<file path="src/hdl/idt_pkg.sv">
// Shared types and constants of the inversion distance transform.
// Used by idt_ctrl, idt_dp and inversion_distance_transform; no dependencies.
`timescale 1ns / 1ps
`default_nettype none
package idt_pkg;

	localparam int SYMBOL_BITS = 8;
	localparam int NSYM = 1 << SYMBOL_BITS;
	localparam int ADDR_W = 16;
	localparam int TOTAL_W = 20;
	localparam logic [ADDR_W-1:0] MAX_BLOCK = 16'd65535;
	localparam logic [7:0] SYM_LAST = 8'(NSYM - 1);
	localparam logic [15:0] NO_GAP = 16'hFFFF;

	// input command codes
	localparam logic CMD_LOAD = 1'b0;
	localparam logic CMD_PULL = 1'b1;

	typedef enum logic [1:0] {
		ST_IDLE,
		ST_SCAN,
		ST_SYM_END,
		ST_EMIT
	} state_t;

	typedef enum logic {
		PH_LOAD,
		PH_EMIT
	} phase_t;

	// controller to datapath
	typedef struct packed {
		logic accept;
		logic scan;
		logic sym_end;
		logic emit_step;
	} dp_cmd_t;

	// datapath to controller
	typedef struct packed {
		logic start_xform;
		logic pull_ok;
		logic scan_idle;
		logic last_sym;
	} dp_stat_t;

	// per-symbol record kept for the emit walk
	typedef struct packed {
		logic [15:0] count;
		logic [15:0] min_gap;
		logic [1:0] width;
	} sym_meta_t;

endpackage
`default_nettype wire

</file>
<file path="src/hdl/idt_ctrl.sv">
// Controller state machine of the inversion distance transform.
// Depends on idt_pkg; drives idt_dp through dp_cmd_t and reads dp_stat_t.
`timescale 1ns / 1ps
`default_nettype none
module idt_ctrl (
	input wire logic clk,
	input wire logic arst_n,
	input wire logic start,
	input wire idt_pkg::dp_stat_t stat,
	output logic busy,
	output idt_pkg::dp_cmd_t cmd
);

	idt_pkg::state_t state_q, state_d;

	// hold state
	always_ff @(posedge clk or negedge arst_n) begin
		if (!arst_n) begin
			state_q <= idt_pkg::ST_IDLE;
		end else begin
			state_q <= state_d;
		end
	end

	// next state
	always_comb begin
		state_d = state_q;
		unique case (state_q)
			idt_pkg::ST_IDLE: begin
				if (start && stat.start_xform) state_d = idt_pkg::ST_SCAN;
				else if (start && stat.pull_ok) state_d = idt_pkg::ST_EMIT;
			end
			idt_pkg::ST_SCAN: begin
				if (stat.scan_idle) state_d = idt_pkg::ST_SYM_END;
			end
			idt_pkg::ST_SYM_END: begin
				state_d = stat.last_sym ? idt_pkg::ST_IDLE : idt_pkg::ST_SCAN;
			end
			idt_pkg::ST_EMIT: begin
				state_d = idt_pkg::ST_IDLE;
			end
			default: state_d = idt_pkg::ST_IDLE;
		endcase
	end

	// outputs
	always_comb begin
		cmd = '0;
		busy = 1'b1;
		unique case (state_q)
			idt_pkg::ST_IDLE: begin
				busy = 1'b0;
				cmd.accept = start;
			end
			idt_pkg::ST_SCAN: cmd.scan = 1'b1;
			idt_pkg::ST_SYM_END: cmd.sym_end = 1'b1;
			idt_pkg::ST_EMIT: cmd.emit_step = 1'b1;
			default: busy = 1'b1;
		endcase
	end

endmodule
`default_nettype wire

</file>
<file path="config.mk">
export PLATFORM = sky130hd
export DESIGN_NAME = idt_ctrl
export DESIGN_NICKNAME = d
export VERILOG_FILES = /design/src/hdl/idt_pkg.sv /design/src/hdl/idt_ctrl.sv
export SDC_FILE = /design/constraint.sdc
export NUM_CORES = 1
export LEC_CHECK = 0
export BUFFER_PORTS_ARGS = -buffer_cell sky130_fd_sc_hd__buf_2
export CAP_MARGIN = 20
export CORE_AREA = 2 2 39 41
export DETAILED_ROUTE_END_ITERATION = 10
export DIE_AREA = 0 0 41 43
export PLACE_DENSITY = 0.31
export SETUP_SLACK_MARGIN = 0.4
export SKIP_LAST_GASP = 1
export SYNTH_ARGS = -nofsm -noshare
export SYNTH_HDL_FRONTEND = slang
export SYNTH_SLANG_ARGS = --single-unit
</file>
<file path="constraint.sdc">
create_clock -name clk -period 2.1 [get_ports clk]
set_input_delay 0.21 -clock clk [delete_from_list [all_inputs] [get_ports clk]]
set_output_delay 0.21 -clock clk [all_outputs]
set_load 0.01 [all_outputs]
</file>
======== After elaboration in Yosys (flattened, before gate mapping) ========
Index checks and enable logic that the tools add are counted.
storage, ports and cells
  register bits ........................... 2
  word-level logic and storage cells ...... 20
  output and inout bits ................... 5
operators by class
  equality and inequality tests ........... 5
  muxes and demuxes ....................... 10
  reductions and logical operators ........ 4
operators with widths
  operator                                       count
  one-hot mux 2 bit (4 select lines)             1
  two-way mux 1 bit                              6
  two-way mux 2 bit                              3
  == test 2 bit, second input constant           2
  != test 3 bit, second input constant           1
  == test 2 x 1 -> 1 bit, second input constant  1
  logical AND 1 bit                              2
  logical NOT 2 bit                              1
  != test 2 bit, second input constant           1
  AND reduction 2 bit                            1

======== Longest topological paths before layout ========
  depth after elaboration ................. 4
  depth in mapped cells ................... 2

======== Worst setup path before layout ========
OpenSTA, ideal clock, no wires.
  path type ............................... flip-flop to output port
  from .................................... register state_q[1]
  to ...................................... output port busy
  slack ................................... 1.146 ns
  arrival ................................. 0.744 ns
  buffers on the path ..................... 0
  required time ........................... 1.890 ns
  cell stages (with the launch flop) ...... 2
  cells stage by stage .................... dfrtp_1 -> or2_2
on the way
  word-level cells in the longest chain between the ends .. 2
RTL lines
  what                    RTL line        source
  from (decl)             idt_ctrl.sv:14  idt_pkg::state_t state_q, state_d;
  from (signal assigned)  idt_ctrl.sv:19  state_q <= idt_pkg::ST_IDLE;
  from (signal assigned)  idt_ctrl.sv:21  state_q <= state_d;
  logical NOT 2 bit       idt_ctrl.sv:50  unique case (state_q)
  two-way mux 1 bit       idt_ctrl.sv:50
  to (decl)               idt_ctrl.sv:10  output logic busy,
Every way passes these cells.

======== Final worst setup path ========
Same ends and word-level chain as after synthesis.

==> metrics.md <==
| Metric | Value |
|---|---|
| Status | completed |
| Cells after DPL | between 40 and 50 |
| Synth area leader | dfrtp_1 |
| Max reg flops | 2 |
| #FFs+latches synth | 2 |
| Largest net degree at the start of global routing | 10 |
| Final ANT Viol Nets | 0 |
| Leak pwr | approximately 0.13 nW |
| DRC | 0 |
| Core box area | about 0.0014 mm^2 |
| Clk buf depth | 2 |
| Sum of negative setup slack | 0 ns |
| CTS Root Cell | clkbuf_4 |
| YS warnings | 0 |
| Crit share post-route | a little over three fifths |
| Clk_lat worst skew | 0.22 ns |
| Async SR Flop Fraction | 100% |
| I/O Pins | 12 |
| Synth cell count leaders | dfrtp_1 (2), nor3b_1 (2) |
| WL final | between 400 and 500 um |
| Tightest Pin Transition | between 0.2 and 0.25 ns |
| WHS | ~0.27 ns |
| CTS tree | done |
| Sequential share of the synthesized area | ~36% |
| Yosys cell types | 12 |
| Unrepaired setup endpoints after global routing | no |
| # port buffers | 11 |
| Top FF cell, synth | dfrtp_1 |
| Fmax | roughly 0.75 GHz |
| Final cell count without fillers | between 40 and 50 |
| Drt pass-1 iters | 2 |
| H-tree lvl count | 1 |
| Power Density | about 1200 mW/mm^2 |
| Setup bufs post-CTS | 0 |
| Drt via density | roughly 3.6 |
| RePlAce Congestion | around 0.57 |
| GR Overflow Total | 0 |
| Multi-input logic area | slightly below 90 um^2 |
| Max Slew Vio Count | 0 |
| Largest cells by area after synthesis | dfrtp_1 (36%), nor3b_1 (11%), nor3b_2 (9.0%) |
| Via count | approximately 160 |
| Most flops, register | state_q |
| Synth top area share | a little over a third |
| Gr usage total | under 10% |
| Regs by FF count | state_q (2) |
| Critical path class | reg2out |
| Share of layout cells above drive strength 1 | between 50% and 60% |
| Final Power | 0.297 mW |
| Cells after synthesis | 14 |
| Relative slew slack | a little over four fifths |
| Critical path fanouts, max | 8 |
| CP Launch Type | flip-flop |
| Final setup margin | roughly 0.77 ns |
| Worst-path clk slew | 0.03 ns |
| Chip Width | 41 um |
| Hold crit path type | in2reg |
| Drt initial violations | 2 |
| EDFF count, synth | 0 |
| # Max-Cap Violations | 0 |
| Fin crit period | between 1 and 1.5 ns |
| Area growth from synthesis to layout | 77.5% |
| Setup violations, final | 0 |
| FP Rows | 14 |
| Clk sinks | 2 |
| Filler Cell Count | around 160 |
| Syn_area_per_cell | around 9.9 um^2 |
| Syn_nets | 21 |
| Required time worst endpoint | ~1.9 ns |
| Final nets | 38 |
| VDD IR max | 0.314 mV |
| Vias in the first global route | 162 |
| Clk_skew | 0.000488 ns |
| N_diodes | 0 |
| Final hold violations | 0 |
| Die height | 43 um |
| First-pass GRT wire length | between 500 and 600 um |
| Routed WL per cell | around 9.4 um |
| CTS buffer count | 3 |
| DIE AREA | between 0.0015 and 0.002 mm^2 |
| Mapped cell area | ~140 um^2 |
| Register area | between 50 and 60 um^2 |
| Worst Path Arrival | approximately 1.1 ns |
| Dpl ws | approximately 1.0 ns |
| Initial Util | 10.0% |
| Setup crit end kind | primary output |
| Initial antenna violation count | 0 |
==> through the flow <==
stage	area, um^2	utilization [%]
after floorplan	139	-
after global placement	214	15.5
after detailed placement	214	15.5
after CTS	246	17.8
after global routing	246	17.8
final	246	17.8
==> kinds of logic (layout without fill, tap and decap cells) <==
group / Yosys count / in the layout / synth area share (%)
AO/OA/AOI/OAI: 2 / 2 / 9.91
AND/OR/NAND/NOR: 10 / 10 / 54.1
flip-flops: 2 / 2 / 36.0
buffers and inverters: 0 / 15 / 0
==> power breakdown <==
group | switching (mW) | internal, mW | leakage [nW] | total [mW]
combinational | 0.0558 | 0.0719 | 0.0886 | 0.128
sequential | 0.0307 | 0.0543 | 0.0255 | 0.0850
clock | 0.0209 | 0.0630 | 0.0138 | 0.0839
total | 0.107 | 0.189 | 0.128 | 0.297
==> per-layer routing <==
metal / track usage, % / vias up / wire, um / share of wire (%)
met5: 0 / - / 0 / 0
met4: 6.00 / 0 / 0 / 0
met1: 6.11 / 70 / 178 / 42
met3: 3.66 / 0 / 79 / 19
li1: - / 80 / - / -
met2: 6.25 / 14 / 164 / 39
==> worst max-delay path: stages, from the launching register on <==
cell     delay [ns]
dfrtp_1        0.44
or2_2          0.32
buf_2          0.14
==> path summary, 6_finish.rpt <==
path                            depth (start not counted)         end  startpoint  slack [ns]
worst max-delay path                                    2        busy  state_q[1]        0.77
worst min-delay path                                    3  state_q[1]     stat[1]        0.27
worst max register to register                          2  state_q[0]  state_q[1]        1.09
worst min register to register                          1  state_q[1]  state_q[1]        0.58
max in group asynchronous                               2  state_q[0]      arst_n        1.71
min in group asynchronous                               2  state_q[1]      arst_n        0.30
==> area by class of cell <==
type                    instances  share of cell area, %
clock buffers                   3                   9.14
multi-input cells              12                   36.0
flip-flops and latches          2                   20.3
well taps                      16                   8.12
repair buffers                 12                   26.4
==> cells in the final DEF, fill, tap and decap left out, drive strengths merged <==
cell / instances
and2b: 1
nor3b: 3
or2: 2
nand2: 1
nor2b: 1
a211o: 1
a21oi: 1
and2: 1
dfrtp: 2
clkbuf: 3
nand4bb: 1
buf: 11
dlygate4sd3: 1
==> timing repair <==
item                      CTS  global route
hold buffers                1             0
hold endpoints to repair    2             0
resized for setup           0             0
(Power assumes the default switching activity.)
